<file path="src/sv/mecodo_pkg.sv">
`timescale 1ns / 1ps
// shared types, constants and the arctangent table for the odometry integrator
// no dependencies; imported by the controller, the datapath and the top level
package mecodo_pkg;

    // field and register widths
    localparam int CountW   = 16;
    localparam int SumW     = 18;
    localparam int GainW    = 24;
    localparam int PosW     = 48;
    localparam int HdgW     = 32;
    localparam int KindW    = 3;
    localparam int CfgIdxW  = 2;
    localparam int InDataW  = 72;
    localparam int OutDataW = 136;

    // datapath widths
    localparam int DistW  = 42;
    localparam int HalfW  = 21;
    localparam int TrigW  = 34;
    localparam int MagW   = 32;
    localparam int MulAW  = 24;
    localparam int ProdW  = MulAW + MagW;
    localparam int StepW  = 41;

    // cordic defaults
    localparam int CordicStepsDef = 20;
    localparam int CordicStepsMax = 30;
    localparam logic [TrigW-1:0] KinvQ30 = 34'd652032874;

    // register reset values
    localparam logic [GainW-1:0] ForwardGainRst = 24'd5211;
    localparam logic [GainW-1:0] StrafeGainRst  = 24'd3476;
    localparam logic [GainW-1:0] TurnGainRst    = 24'd1097871;

    // register indexes
    localparam logic [CfgIdxW-1:0] RegMask    = 2'd0;
    localparam logic [CfgIdxW-1:0] RegForward = 2'd1;
    localparam logic [CfgIdxW-1:0] RegStrafe  = 2'd2;
    localparam logic [CfgIdxW-1:0] RegTurn    = 2'd3;

    // wheel direction codes
    localparam logic [1:0] SgnPos = 2'b01;
    localparam logic [1:0] SgnNeg = 2'b11;

    typedef enum logic [KindW-1:0] {
        KIND_NONE,
        KIND_FWD,
        KIND_BACK,
        KIND_LEFT,
        KIND_RIGHT,
        KIND_TURN_L,
        KIND_TURN_R
    } kind_t;

    typedef enum logic [3:0] {
        DP_NOP,
        DP_LOAD,
        DP_DIST,
        DP_TURN,
        DP_ROT_INIT,
        DP_ROT_STEP,
        DP_MUL_LO,
        DP_MUL_HI,
        DP_APPLY
    } dp_op_t;

    // controller to datapath
    typedef struct packed {
        dp_op_t op;
        logic   axis;      // 0 x, 1 y
        logic   out_load;
    } dp_cmd_t;

    // datapath to controller
    typedef struct packed {
        kind_t kind;
        logic  rot_last;
        logic  out_busy;
    } dp_stat_t;

    // arctangent of 2^-i in 2^-32 turn units
    function automatic logic [29:0] atan_turns(input logic [4:0] idx);
        logic [29:0] v;
        unique case (idx)
            5'd0:    v = 30'd536870912;
            5'd1:    v = 30'd316933406;
            5'd2:    v = 30'd167458907;
            5'd3:    v = 30'd85004756;
            5'd4:    v = 30'd42667331;
            5'd5:    v = 30'd21354465;
            5'd6:    v = 30'd10679838;
            5'd7:    v = 30'd5340245;
            5'd8:    v = 30'd2670163;
            5'd9:    v = 30'd1335087;
            5'd10:   v = 30'd667544;
            5'd11:   v = 30'd333772;
            5'd12:   v = 30'd166886;
            5'd13:   v = 30'd83443;
            5'd14:   v = 30'd41722;
            5'd15:   v = 30'd20861;
            5'd16:   v = 30'd10430;
            5'd17:   v = 30'd5215;
            5'd18:   v = 30'd2608;
            5'd19:   v = 30'd1304;
            5'd20:   v = 30'd652;
            5'd21:   v = 30'd326;
            5'd22:   v = 30'd163;
            5'd23:   v = 30'd81;
            5'd24:   v = 30'd41;
            5'd25:   v = 30'd20;
            5'd26:   v = 30'd10;
            5'd27:   v = 30'd5;
            5'd28:   v = 30'd3;
            5'd29:   v = 30'd1;
            default: v = 30'd0;
        endcase
        return v;
    endfunction

endpackage

</file>
<file path="src/sv/mecodo_ctrl.sv">
`timescale 1ns / 1ps
// sequencer for the odometry integrator: issues datapath commands per report
// depends on mecodo_pkg
module mecodo_ctrl (
    input  logic                 clk,
    input  logic                 rst_n,
    input  logic                 s_tvalid,
    output logic                 s_tready,
    input  mecodo_pkg::dp_stat_t stat,
    output mecodo_pkg::dp_cmd_t  cmd
);
    import mecodo_pkg::*;

    typedef enum logic [3:0] {
        ST_IDLE,
        ST_DIST,
        ST_TURN,
        ST_ROT_INIT,
        ST_ROT,
        ST_X_LO,
        ST_X_HI,
        ST_X_APP,
        ST_Y_LO,
        ST_Y_HI,
        ST_Y_APP,
        ST_DONE
    } state_t;

    state_t state_reg;
    state_t state_next;

    // next state
    always_comb
    begin
        state_next = state_reg;
        unique case (state_reg)
            ST_IDLE:
            begin
                if (s_tvalid)
                    state_next = ST_DIST;
            end
            ST_DIST:
            begin
                unique case (stat.kind)
                    KIND_TURN_L, KIND_TURN_R:               state_next = ST_TURN;
                    KIND_FWD, KIND_BACK, KIND_LEFT, KIND_RIGHT: state_next = ST_ROT_INIT;
                    default:                                state_next = ST_DONE;
                endcase
            end
            ST_TURN:     state_next = ST_DONE;
            ST_ROT_INIT: state_next = ST_ROT;
            ST_ROT:
            begin
                if (stat.rot_last)
                    state_next = ST_X_LO;
            end
            ST_X_LO:  state_next = ST_X_HI;
            ST_X_HI:  state_next = ST_X_APP;
            ST_X_APP: state_next = ST_Y_LO;
            ST_Y_LO:  state_next = ST_Y_HI;
            ST_Y_HI:  state_next = ST_Y_APP;
            ST_Y_APP: state_next = ST_DONE;
            ST_DONE:
            begin
                if (!stat.out_busy)
                    state_next = ST_IDLE;
            end
            default:  state_next = ST_IDLE;
        endcase
    end

    // state register
    always_ff @(posedge clk or negedge rst_n)
    begin
        if (!rst_n)
            state_reg <= ST_IDLE;
        else
            state_reg <= state_next;
    end

    // command decode
    always_comb
    begin
        cmd          = '0;
        cmd.op       = DP_NOP;
        unique case (state_reg)
            ST_IDLE:     cmd.op = s_tvalid ? DP_LOAD : DP_NOP;
            ST_DIST:     cmd.op = DP_DIST;
            ST_TURN:     cmd.op = DP_TURN;
            ST_ROT_INIT: cmd.op = DP_ROT_INIT;
            ST_ROT:      cmd.op = DP_ROT_STEP;
            ST_X_LO:     cmd.op = DP_MUL_LO;
            ST_X_HI:     cmd.op = DP_MUL_HI;
            ST_X_APP:    cmd.op = DP_APPLY;
            ST_Y_LO:
            begin
                cmd.op   = DP_MUL_LO;
                cmd.axis = 1'b1;
            end
            ST_Y_HI:
            begin
                cmd.op   = DP_MUL_HI;
                cmd.axis = 1'b1;
            end
            ST_Y_APP:
            begin
                cmd.op   = DP_APPLY;
                cmd.axis = 1'b1;
            end
            ST_DONE:     cmd.out_load = !stat.out_busy;
            default:     cmd.op = DP_NOP;
        endcase
    end

    assign s_tready = (state_reg == ST_IDLE);

endmodule

</file>
<file path="src/sv/mecodo_dp.sv">
`timescale 1ns / 1ps
// datapath: count sum, shared multiplier, iterative cordic, pose and result registers
// depends on mecodo_pkg; driven by mecodo_ctrl
module mecodo_dp #(
    parameter int CORDIC_STEPS = mecodo_pkg::CordicStepsDef
) (
    input  logic                                   clk,
    input  logic                                   rst_n,
    input  logic [mecodo_pkg::InDataW-1:0]         in_data,
    input  logic                                   cfg_we,
    input  logic [mecodo_pkg::CfgIdxW-1:0]         cfg_index,
    input  logic [mecodo_pkg::GainW-1:0]           cfg_data,
    input  mecodo_pkg::dp_cmd_t                    cmd,
    output mecodo_pkg::dp_stat_t                   stat,
    output logic                                   out_valid,
    input  logic                                   out_ready,
    output logic [mecodo_pkg::OutDataW-1:0]        out_data
);
    import mecodo_pkg::*;

    localparam int IterW = (CORDIC_STEPS > 1) ? $clog2(CORDIC_STEPS) : 1;
    localparam logic [IterW-1:0] IterLast = IterW'(CORDIC_STEPS - 1);

    // configuration registers
    logic             mask_reg;
    logic [GainW-1:0] fwd_gain_reg;
    logic [GainW-1:0] str_gain_reg;
    logic [GainW-1:0] turn_gain_reg;

    // pose and working registers
    logic [PosW-1:0]          x_reg;
    logic [PosW-1:0]          y_reg;
    logic [HdgW-1:0]          hdg_reg;
    logic [SumW-1:0]          sum_reg;
    kind_t                    kind_reg;
    logic [ProdW-1:0]         prod_reg;
    logic [ProdW-1:0]         acc_reg;
    logic [DistW-1:0]         dist_reg;
    logic signed [TrigW-1:0]  cx_reg;
    logic signed [TrigW-1:0]  cy_reg;
    logic signed [TrigW-1:0]  z_reg;
    logic                     flip_reg;
    logic [IterW-1:0]         iter_reg;
    logic                     out_valid_reg;
    logic [OutDataW-1:0]      out_data_reg;

    // input decode
    logic [SumW-1:0] sum_in;
    logic [1:0]      sg1, sg2, sg3, sg4;
    kind_t           kind_in;

    always_comb
    begin
        sum_in = SumW'(in_data[15:0]) + SumW'(in_data[31:16])
               + SumW'(in_data[47:32]) + SumW'(in_data[63:48]);
        sg1 = in_data[65:64];
        sg2 = in_data[67:66];
        sg3 = in_data[69:68];
        sg4 = in_data[71:70];
        priority if (sg1 == SgnPos && sg2 == SgnPos && sg3 == SgnPos && sg4 == SgnPos)
            kind_in = KIND_FWD;
        else if (sg1 == SgnNeg && sg2 == SgnNeg && sg3 == SgnNeg && sg4 == SgnNeg)
            kind_in = KIND_BACK;
        else if (sg1 == SgnNeg && sg2 == SgnPos && sg3 == SgnNeg && sg4 == SgnPos)
            kind_in = KIND_LEFT;
        else if (sg1 == SgnPos && sg2 == SgnNeg && sg3 == SgnPos && sg4 == SgnNeg)
            kind_in = KIND_RIGHT;
        else if (sg1 == SgnPos && sg2 == SgnPos && sg3 == SgnNeg && sg4 == SgnNeg)
            kind_in = KIND_TURN_L;
        else if (sg1 == SgnNeg && sg2 == SgnNeg && sg3 == SgnPos && sg4 == SgnPos)
            kind_in = KIND_TURN_R;
        else
            kind_in = KIND_NONE;
    end

    // trig operand for the current axis, after the half-turn fold
    logic signed [TrigW-1:0] trig_raw;
    logic signed [TrigW-1:0] trig_val;
    logic [TrigW-1:0]        trig_abs;
    logic                    trig_neg;
    logic [MagW-1:0]         trig_mag;

    always_comb
    begin
        trig_raw = cmd.axis ? cy_reg : cx_reg;
        trig_val = flip_reg ? -trig_raw : trig_raw;
        trig_neg = trig_val[TrigW-1];
        trig_abs = trig_neg ? TrigW'(-trig_val) : TrigW'(trig_val);
        trig_mag = trig_abs[MagW-1:0];
    end

    // shared multiplier operands
    logic [MulAW-1:0] mul_a;
    logic [MagW-1:0]  mul_b;
    logic [GainW-1:0] gain_sel;

    always_comb
    begin
        unique case (kind_reg)
            KIND_FWD, KIND_BACK:      gain_sel = fwd_gain_reg;
            KIND_LEFT, KIND_RIGHT:    gain_sel = str_gain_reg;
            default:                  gain_sel = turn_gain_reg;
        endcase
        unique case (cmd.op)
            DP_DIST:
            begin
                mul_a = gain_sel;
                mul_b = MagW'(sum_reg);
            end
            DP_MUL_LO:
            begin
                mul_a = MulAW'(dist_reg[HalfW-1:0]);
                mul_b = trig_mag;
            end
            DP_MUL_HI:
            begin
                mul_a = MulAW'(dist_reg[DistW-1:HalfW]);
                mul_b = trig_mag;
            end
            default:
            begin
                mul_a = '0;
                mul_b = '0;
            end
        endcase
    end

    // cordic step and fold
    logic signed [TrigW-1:0] shx, shy, atan_s;
    logic [HdgW-1:0]         rot_angle;
    logic                    rot_flip;

    always_comb
    begin
        shx    = cy_reg >>> iter_reg;
        shy    = cx_reg >>> iter_reg;
        atan_s = TrigW'(atan_turns(5'(iter_reg)));
        rot_angle = (kind_reg == KIND_LEFT || kind_reg == KIND_RIGHT)
                  ? hdg_reg + 32'h4000_0000 : hdg_reg;
        rot_flip  = (rot_angle[31:30] == 2'd1) || (rot_angle[31:30] == 2'd2);
    end

    // position update
    logic [ProdW+HalfW:0] step_sum;
    logic [PosW-1:0]      step48;
    logic                 move_sub;
    logic [PosW-1:0]      pos_cur;
    logic [PosW-1:0]      pos_new;

    always_comb
    begin
        step_sum = {1'b0, prod_reg, {HalfW{1'b0}}} + (ProdW+HalfW+1)'(acc_reg);
        step48   = PosW'(step_sum[StepW+31:32]);
        move_sub = trig_neg ^ (kind_reg == KIND_BACK || kind_reg == KIND_RIGHT);
        pos_cur  = cmd.axis ? y_reg : x_reg;
        pos_new  = move_sub ? pos_cur - step48 : pos_cur + step48;
    end

    // configuration writes
    always_ff @(posedge clk or negedge rst_n)
    begin
        if (!rst_n)
        begin
            mask_reg      <= 1'b0;
            fwd_gain_reg  <= ForwardGainRst;
            str_gain_reg  <= StrafeGainRst;
            turn_gain_reg <= TurnGainRst;
        end
        else if (cfg_we)
        begin
            unique case (cfg_index)
                RegMask:    mask_reg      <= cfg_data[0];
                RegForward: fwd_gain_reg  <= cfg_data;
                RegStrafe:  str_gain_reg  <= cfg_data;
                RegTurn:    turn_gain_reg <= cfg_data;
                default:    mask_reg      <= mask_reg;
            endcase
        end
    end

    // pose state
    always_ff @(posedge clk or negedge rst_n)
    begin
        if (!rst_n)
        begin
            x_reg    <= '0;
            y_reg    <= '0;
            hdg_reg  <= '0;
            kind_reg <= KIND_NONE;
            iter_reg <= '0;
        end
        else
        begin
            unique case (cmd.op)
                DP_LOAD:     kind_reg <= kind_in;
                DP_TURN:
                begin
                    if (kind_reg == KIND_TURN_L)
                        hdg_reg <= hdg_reg + prod_reg[HdgW+1:2];
                    else
                        hdg_reg <= hdg_reg - prod_reg[HdgW+1:2];
                end
                DP_ROT_INIT: iter_reg <= '0;
                DP_ROT_STEP: iter_reg <= iter_reg + 1'b1;
                DP_APPLY:
                begin
                    if (cmd.axis)
                        y_reg <= pos_new;
                    else
                        x_reg <= pos_new;
                end
                default:     iter_reg <= iter_reg;
            endcase
        end
    end

    // working payload registers
    always_ff @(posedge clk)
    begin
        unique case (cmd.op)
            DP_LOAD:     sum_reg  <= mask_reg ? '0 : sum_in;
            DP_DIST:     prod_reg <= ProdW'(mul_a) * ProdW'(mul_b);
            DP_ROT_INIT:
            begin
                dist_reg <= prod_reg[DistW-1:0];
                flip_reg <= rot_flip;
                cx_reg   <= KinvQ30;
                cy_reg   <= '0;
                z_reg    <= TrigW'($signed(rot_angle ^ 32'h8000_0000 & {rot_flip, 31'b0}));
            end
            DP_ROT_STEP:
            begin
                if (!z_reg[TrigW-1])
                begin
                    cx_reg <= cx_reg - shx;
                    cy_reg <= cy_reg + shy;
                    z_reg  <= z_reg - atan_s;
                end
                else
                begin
                    cx_reg <= cx_reg + shx;
                    cy_reg <= cy_reg - shy;
                    z_reg  <= z_reg + atan_s;
                end
            end
            DP_MUL_LO:   prod_reg <= ProdW'(mul_a) * ProdW'(mul_b);
            DP_MUL_HI:
            begin
                acc_reg  <= prod_reg;
                prod_reg <= ProdW'(mul_a) * ProdW'(mul_b);
            end
            default:     sum_reg <= sum_reg;
        endcase
    end

    // result register
    always_ff @(posedge clk or negedge rst_n)
    begin
        if (!rst_n)
            out_valid_reg <= 1'b0;
        else if (cmd.out_load)
            out_valid_reg <= 1'b1;
        else if (out_ready)
            out_valid_reg <= 1'b0;
    end

    always_ff @(posedge clk)
    begin
        if (cmd.out_load)
            out_data_reg <= {5'b0, kind_reg, hdg_reg, y_reg, x_reg};
    end

    assign out_valid     = out_valid_reg;
    assign out_data      = out_data_reg;
    assign stat.kind     = kind_reg;
    assign stat.rot_last = (iter_reg == IterLast);
    assign stat.out_busy = out_valid_reg && !out_ready;

`ifndef SYNTHESIS
    // heading changes only for turn reports
    a_turn_kind: assert property (@(posedge clk) disable iff (!rst_n)
        cmd.op == DP_TURN |-> (kind_reg == KIND_TURN_L || kind_reg == KIND_TURN_R))
        else $error("turn command on a non-turn report");

    // position moves only for translation reports
    a_apply_kind: assert property (@(posedge clk) disable iff (!rst_n)
        cmd.op == DP_APPLY |-> (kind_reg == KIND_FWD || kind_reg == KIND_BACK ||
                                kind_reg == KIND_LEFT || kind_reg == KIND_RIGHT))
        else $error("position update on a non-moving report");

    // a waiting result is never overwritten
    a_no_overwrite: assert property (@(posedge clk) disable iff (!rst_n)
        cmd.out_load |-> (!out_valid_reg || out_ready))
        else $error("result register overwritten while held");

    // the rotation finishes exactly at the last step
    a_rot_end: assert property (@(posedge clk) disable iff (!rst_n)
        (cmd.op == DP_MUL_LO && !cmd.axis) |-> ($past(cmd.op) == DP_ROT_STEP && iter_reg == '0
            || $past(cmd.op) == DP_ROT_STEP && iter_reg == IterLast + 1'b1))
        else $error("rotation left before its last step");
`endif

endmodule

</file>
<file path="src/sv/mecanum_odometry_integrator_core.sv">
`timescale 1ns / 1ps
// top level of the mecanum wheel odometry integrator
// depends on mecodo_pkg, mecodo_ctrl and mecodo_dp
//
//  channel   direction  handshake          payload
//  s_*       in         s_tvalid/s_tready  encoder report, 72 bit tdata
//  m_*       out        m_tvalid/m_tready  pose result, 136 bit tdata
//  cfg_*     in         cfg_we             register index and 24 bit data
//
// a report with no motion passes idle, distance and done; a turn adds the heading update
// and a move the cordic rotation and the multiply and apply steps for x and y; the time is
// set by the iterative cordic and the shared 24x32 multiplier
// one report is worked at a time; the result register lets the next report in
// while a result waits on m_tready, and the next result waits until it is taken
// reset clears pose, registers to their defaults and the result valid flag
module mecanum_odometry_integrator_core #(
    parameter int CORDIC_STEPS = mecodo_pkg::CordicStepsDef
) (
    input  logic                               clk,
    input  logic                               rst_n,
    // count_one, count_two, count_three, count_four, sign_one .. sign_four
    input  logic [mecodo_pkg::InDataW-1:0]     s_tdata,
    input  logic                               s_tvalid,
    output logic                               s_tready,
    // pos_x, pos_y, heading, motion_kind, zero pad
    output logic [mecodo_pkg::OutDataW-1:0]    m_tdata,
    output logic                               m_tvalid,
    input  logic                               m_tready,
    input  logic                               cfg_we,
    input  logic [mecodo_pkg::CfgIdxW-1:0]     cfg_index,
    input  logic [mecodo_pkg::GainW-1:0]       cfg_data
);
    import mecodo_pkg::*;

    dp_cmd_t  cmd;
    dp_stat_t stat;

    // sequencer
    mecodo_ctrl u_ctrl (
        .clk      (clk),
        .rst_n    (rst_n),
        .s_tvalid (s_tvalid),
        .s_tready (s_tready),
        .stat     (stat),
        .cmd      (cmd)
    );

    // arithmetic and state
    mecodo_dp #(
        .CORDIC_STEPS (CORDIC_STEPS)
    ) u_dp (
        .clk       (clk),
        .rst_n     (rst_n),
        .in_data   (s_tdata),
        .cfg_we    (cfg_we),
        .cfg_index (cfg_index),
        .cfg_data  (cfg_data),
        .cmd       (cmd),
        .stat      (stat),
        .out_valid (m_tvalid),
        .out_ready (m_tready),
        .out_data  (m_tdata)
    );

endmodule
</file>
<file path="config.mk">
export PLATFORM = sky130hd
export DESIGN_NAME = mecanum_odometry_integrator_core
export DESIGN_NICKNAME = d
export VERILOG_FILES = /design/src/sv/mecodo_pkg.sv /design/src/sv/mecodo_ctrl.sv /design/src/sv/mecodo_dp.sv /design/src/sv/mecanum_odometry_integrator_core.sv
export SDC_FILE = /design/constraint.sdc
export NUM_CORES = 2
export LEC_CHECK = 0
export BUFFER_PORTS_ARGS = -buffer_cell sky130_fd_sc_hd__buf_2
export CORE_UTILIZATION = 28
export CTS_CLUSTER_DIAMETER = 50
export DETAILED_ROUTE_END_ITERATION = 10
export PLACE_DENSITY = 0.38
export SLEW_MARGIN = 40
export SYNTH_ARGS = -nofsm -noshare
export SYNTH_HDL_FRONTEND = slang
export SYNTH_HIERARCHICAL = 1
export SYNTH_SLANG_ARGS = --single-unit
</file>
<file path="constraint.sdc">
create_clock -name clk -period 24.9 [get_ports clk]
set_input_delay 2.49 -clock clk [delete_from_list [all_inputs] [get_ports clk]]
set_output_delay 2.49 -clock clk [all_outputs]
set_load 0.01 [all_outputs]
</file>
==> out/results.env <==
CLOCK_LATENCY_ON_THE_WORST_SKEW_PAIR_NS=0.74
ROUTE.DETAILED.DRC=0
FP.DIEH_UM=496.4
FIN_SKEW_NS=0.04840
N_FILL_CELL=25270
FLOORPLAN.DIE.WIDTH_UM=496.4
GROUTE.USAGE.OVERALL=0.1985
SYNTH_TOP_AREA_SHARE=0.2033
CRITPATHMAXSTAGEDELAY_NS=0.77
CRITPATHKIND='reg -> reg'
ROUTED_WIRELENGTH_MM=243.4
MAPPEDNETLISTAREA_UM2=68430
GRT-OVFL-TOTAL=0
SETUP.WORST_PATH.END_CLASS='flop'
LAYOUT-DRIVE-GT1-SHARE=0.1312
HOLD_VIOL=0
SYNTH_EDF_COUNT=385
GP_CONGESTION=0.8748
FLIP_FLOP_COUNT_OF_THE_LARGEST_REGISTER_ALL_COPIES_AND_WORDS_ADDED=131
YOSYS-TOP-CELLS-COUNT='974 x sky130_fd_sc_hd__nand2_1, 877 x sky130_fd_sc_hd__inv_1, 695 x sky130_fd_sc_hd__fa_1'
POST-PLACE-WS_NS=11.81
ANTENNA_VIOLATIONS_BEFORE_REPAIR=22
GRT_FIRST_PASS_WIRELENGTH_MM=365.1
SETUP_TNS_NS=0
CTS_RESIZED=0
YOSYSTOPAREACELL='sky130_fd_sc_hd__fa_1'
FIN_WORST_HOLD_SLACK_NS=0.4700
DIE_AREA_UM2=246400
NETLIST_INSTANCES=7273
SYNTH_SEQ_AREA_SHARE=0.2476
SLEW_VIOL_FINAL=0
NUMCTSBUFFERS=92
CP_COMMON_CELL='sky130_fd_sc_hd__fa_1'
POST-DP-HPWL_MM=191.9
INITIAL_STANDARD_CELL_UTILIZATION_OF_THE_CORE=0.2816
GRT_SETUP_UNREPAIRED='false'
FIRST_GLOBAL_VIAS=54670
ROUTEDWLPERCELL_UM=22.71
WORST-SLEW-PIN-TRANSITION_NS=0.9477
TIMING.CRITICAL_PATH.FANOUT_MAX=23
YOSYS.CELL_COUNT.TOP_TYPE='sky130_fd_sc_hd__nand2_1'
CLOCK_TREE_FROM_TRITONCTS='built'
QUANTITY_OF_HOLD_FIXING_BUFFERS_ADDED_AFTER_CTS=0
CPMAXSTAGEDELAYCELL='sky130_fd_sc_hd__nor2_2'
FIN_AREA_UM2=77150
FINAL-SETUP-VIOL-COUNT=0
FIRSTDRTPASSITERS=6
ITER_0_DRT_VIOLATIONS=3792
MIN-DELAY-PATH-CLASS='reg -> reg'
PLACEMENTROWS=181
LAYOUT.NETS=8652
SYNTH_CELL_TYPES=102
PLACED_INSTANCE_AREA_UM2=73860
PORT_BUFS=235
CP.ARRIVAL_NS=13.52
STATUS='completed'
WORSTSETUPSTARTPOINTTYPE='flop'
CTS_MAX_PATH_BUFFERS=3
IO_PINS=241
WORST_SLACK_NS=11.85
SYNTH.TOP_CELLS.BY_AREA='sky130_fd_sc_hd__fa_1 20%, sky130_fd_sc_hd__edfxtp_1 17%, sky130_fd_sc_hd__ha_1 7.8%'
CLK_PIN_SLEW_WORST_PATHS_NS=0.06
CORE_REGION_AREA_UM2=243000
YS_SEQ_ELEMENTS=599
CTS.SINK_COUNT=599
CTS_SETUP_BUFFERS=0
DRT-VIAS-PER-INSTANCE=5.003
MAXIMUM_CLOCK_RATE_GHz=0.07663
CP.REQUIRED_NS=25.37
POSTSYNTH.ASYNCRESETSHARE=0.3573
POST-ROUTE-MIN-PERIOD_NS=13.05
POSTSYNTH.TOPFLOPCELL='sky130_fd_sc_hd__edfxtp_1'
ROUTED-VIA-COUNT=53620
LAYOUT_WORST_PATH_CYCLE_SHARE=0.5241
POSTSYNTHAREAPERCELL_UM2=9.409
TIMING.MAX_CAP.VIOLATIONS=0
ROOT_BUFFER='sky130_fd_sc_hd__clkbuf_16'
AREA_DELTA_SYNTH_FINAL_PCT=12.73
MAXIMUM_NUMBER_OF_PINS_ON_ONE_NET_BEFORE_GLOBAL_ROUTE_REPAIR=96
RELSLEWSLACK=0.3636
HTREE_NUM_LEVELS=3
YS.WARNINGS.COUNT=6
REMAINING_ANTENNA_VIOLATION_COUNT_AFTER_ROUTING=0
area by class of cell:
| cell class | count | area [um^2] | share of cell area |
|---|---|---|---|
| repair buffers | 352 | 2157 | 0.02796 |
| well taps | 3202 | 4006 | 0.05193 |
| diodes | 6 | 15.01 | 0.0001946 |
| multi-input cells | 5506 | 47520 | 0.6160 |
| inverters | 879 | 3302 | 0.04280 |
| flip-flops and latches | 599 | 16950 | 0.2198 |
| clock inverters | 61 | 666.9 | 0.008644 |
| clock buffers | 112 | 2522 | 0.03270 |
kinds of logic after synthesis:
family	synth area share
muxes	0.07661
DFF	0.2476
AOI/OAI and AO/OA	0.1212
xor gates and xnor gates	0.05924
and+or+nand+nor	0.1460
adders and majority gates	0.2808
other	0.0001097
buffers and inverters	0.06845
worst paths after layout:
path,slack (ns),from,end,cells after the start
min in group asynchronous,1.71,rst_n,u_dp/x_reg[44],1
max in group asynchronous,20.86,rst_n,u_dp/turn_gain_reg[23],5
max reg2reg,11.85,u_ctrl/state_reg[3],u_dp/prod_reg[55],38
min,0.47,u_dp/y_reg[43],u_dp/out_data[91],0
max,11.85,u_ctrl/state_reg[3],u_dp/prod_reg[55],38
min reg2reg,0.47,u_dp/y_reg[43],u_dp/out_data[91],0
layer usage:
metal,wire length [um],part of all wire,track usage
met5,51,0.00021,0
met3,13290,0.055,0.03177
met2,107500,0.44,0.3090
met4,6439,0.026,0.05358
met1,116100,0.48,0.2832
worst max-delay path: cells and delay by family, from the launching register on:
kind / cells / cell delay, ns
AO/OA/AOI/OAI: 14 / 3.68
XOR/XNOR: 3 / 0.55
adder cells (fa/ha/maj): 8 / 3.99
buffers and inverters: 6 / 0.59
flip-flops: 1 / 0.68
multiplexers: 1 / 0.51
AND/OR/NAND/NOR: 6 / 2.75
metrics by stage:
step           std cells  utilization
6_report           10720       0.3175
5_1_grt            10710       0.3174
4_1_cts            10710       0.3171
3_5_place_dp       10540       0.3039
3_3_place_gp       10530       0.3031
2_1_floorplan       7318            -
cells in the final DEF (no fill, tap or decap), types with 23 or more instances in the layout:
cell,instances
sky130_fd_sc_hd__nand4_1,25
sky130_fd_sc_hd__conb_1,47
sky130_fd_sc_hd__buf_2,235
sky130_fd_sc_hd__nand3_1,94
sky130_fd_sc_hd__ha_1,424
sky130_fd_sc_hd__nand2_1,967
sky130_fd_sc_hd__a211oi_1,34
sky130_fd_sc_hd__xnor2_1,268
sky130_fd_sc_hd__edfxtp_1,385
sky130_fd_sc_hd__buf_4,103
sky130_fd_sc_hd__a31oi_1,57
sky130_fd_sc_hd__mux4_2,84
sky130_fd_sc_hd__dfrtp_1,188
sky130_fd_sc_hd__o21a_1,63
sky130_fd_sc_hd__mux2i_1,96
sky130_fd_sc_hd__fa_1,695
sky130_fd_sc_hd__o21bai_1,42
sky130_fd_sc_hd__clkbuf_16,96
sky130_fd_sc_hd__and2_1,107
sky130_fd_sc_hd__inv_1,874
sky130_fd_sc_hd__o211ai_1,35
sky130_fd_sc_hd__or3_1,23
sky130_fd_sc_hd__mux2_2,208
sky130_fd_sc_hd__nor3_1,121
sky130_fd_sc_hd__o21ai_0,256
sky130_fd_sc_hd__a21oi_1,381
sky130_fd_sc_hd__o31ai_1,41
sky130_fd_sc_hd__nand2b_1,73
sky130_fd_sc_hd__xor2_1,174
sky130_fd_sc_hd__a21o_1,130
sky130_fd_sc_hd__and3_1,44
sky130_fd_sc_hd__nor2b_1,74
sky130_fd_sc_hd__nor2_1,495
Power is not shown: default switching activity piles up to over one toggle a cycle in this logic, so the estimate is an artifact.
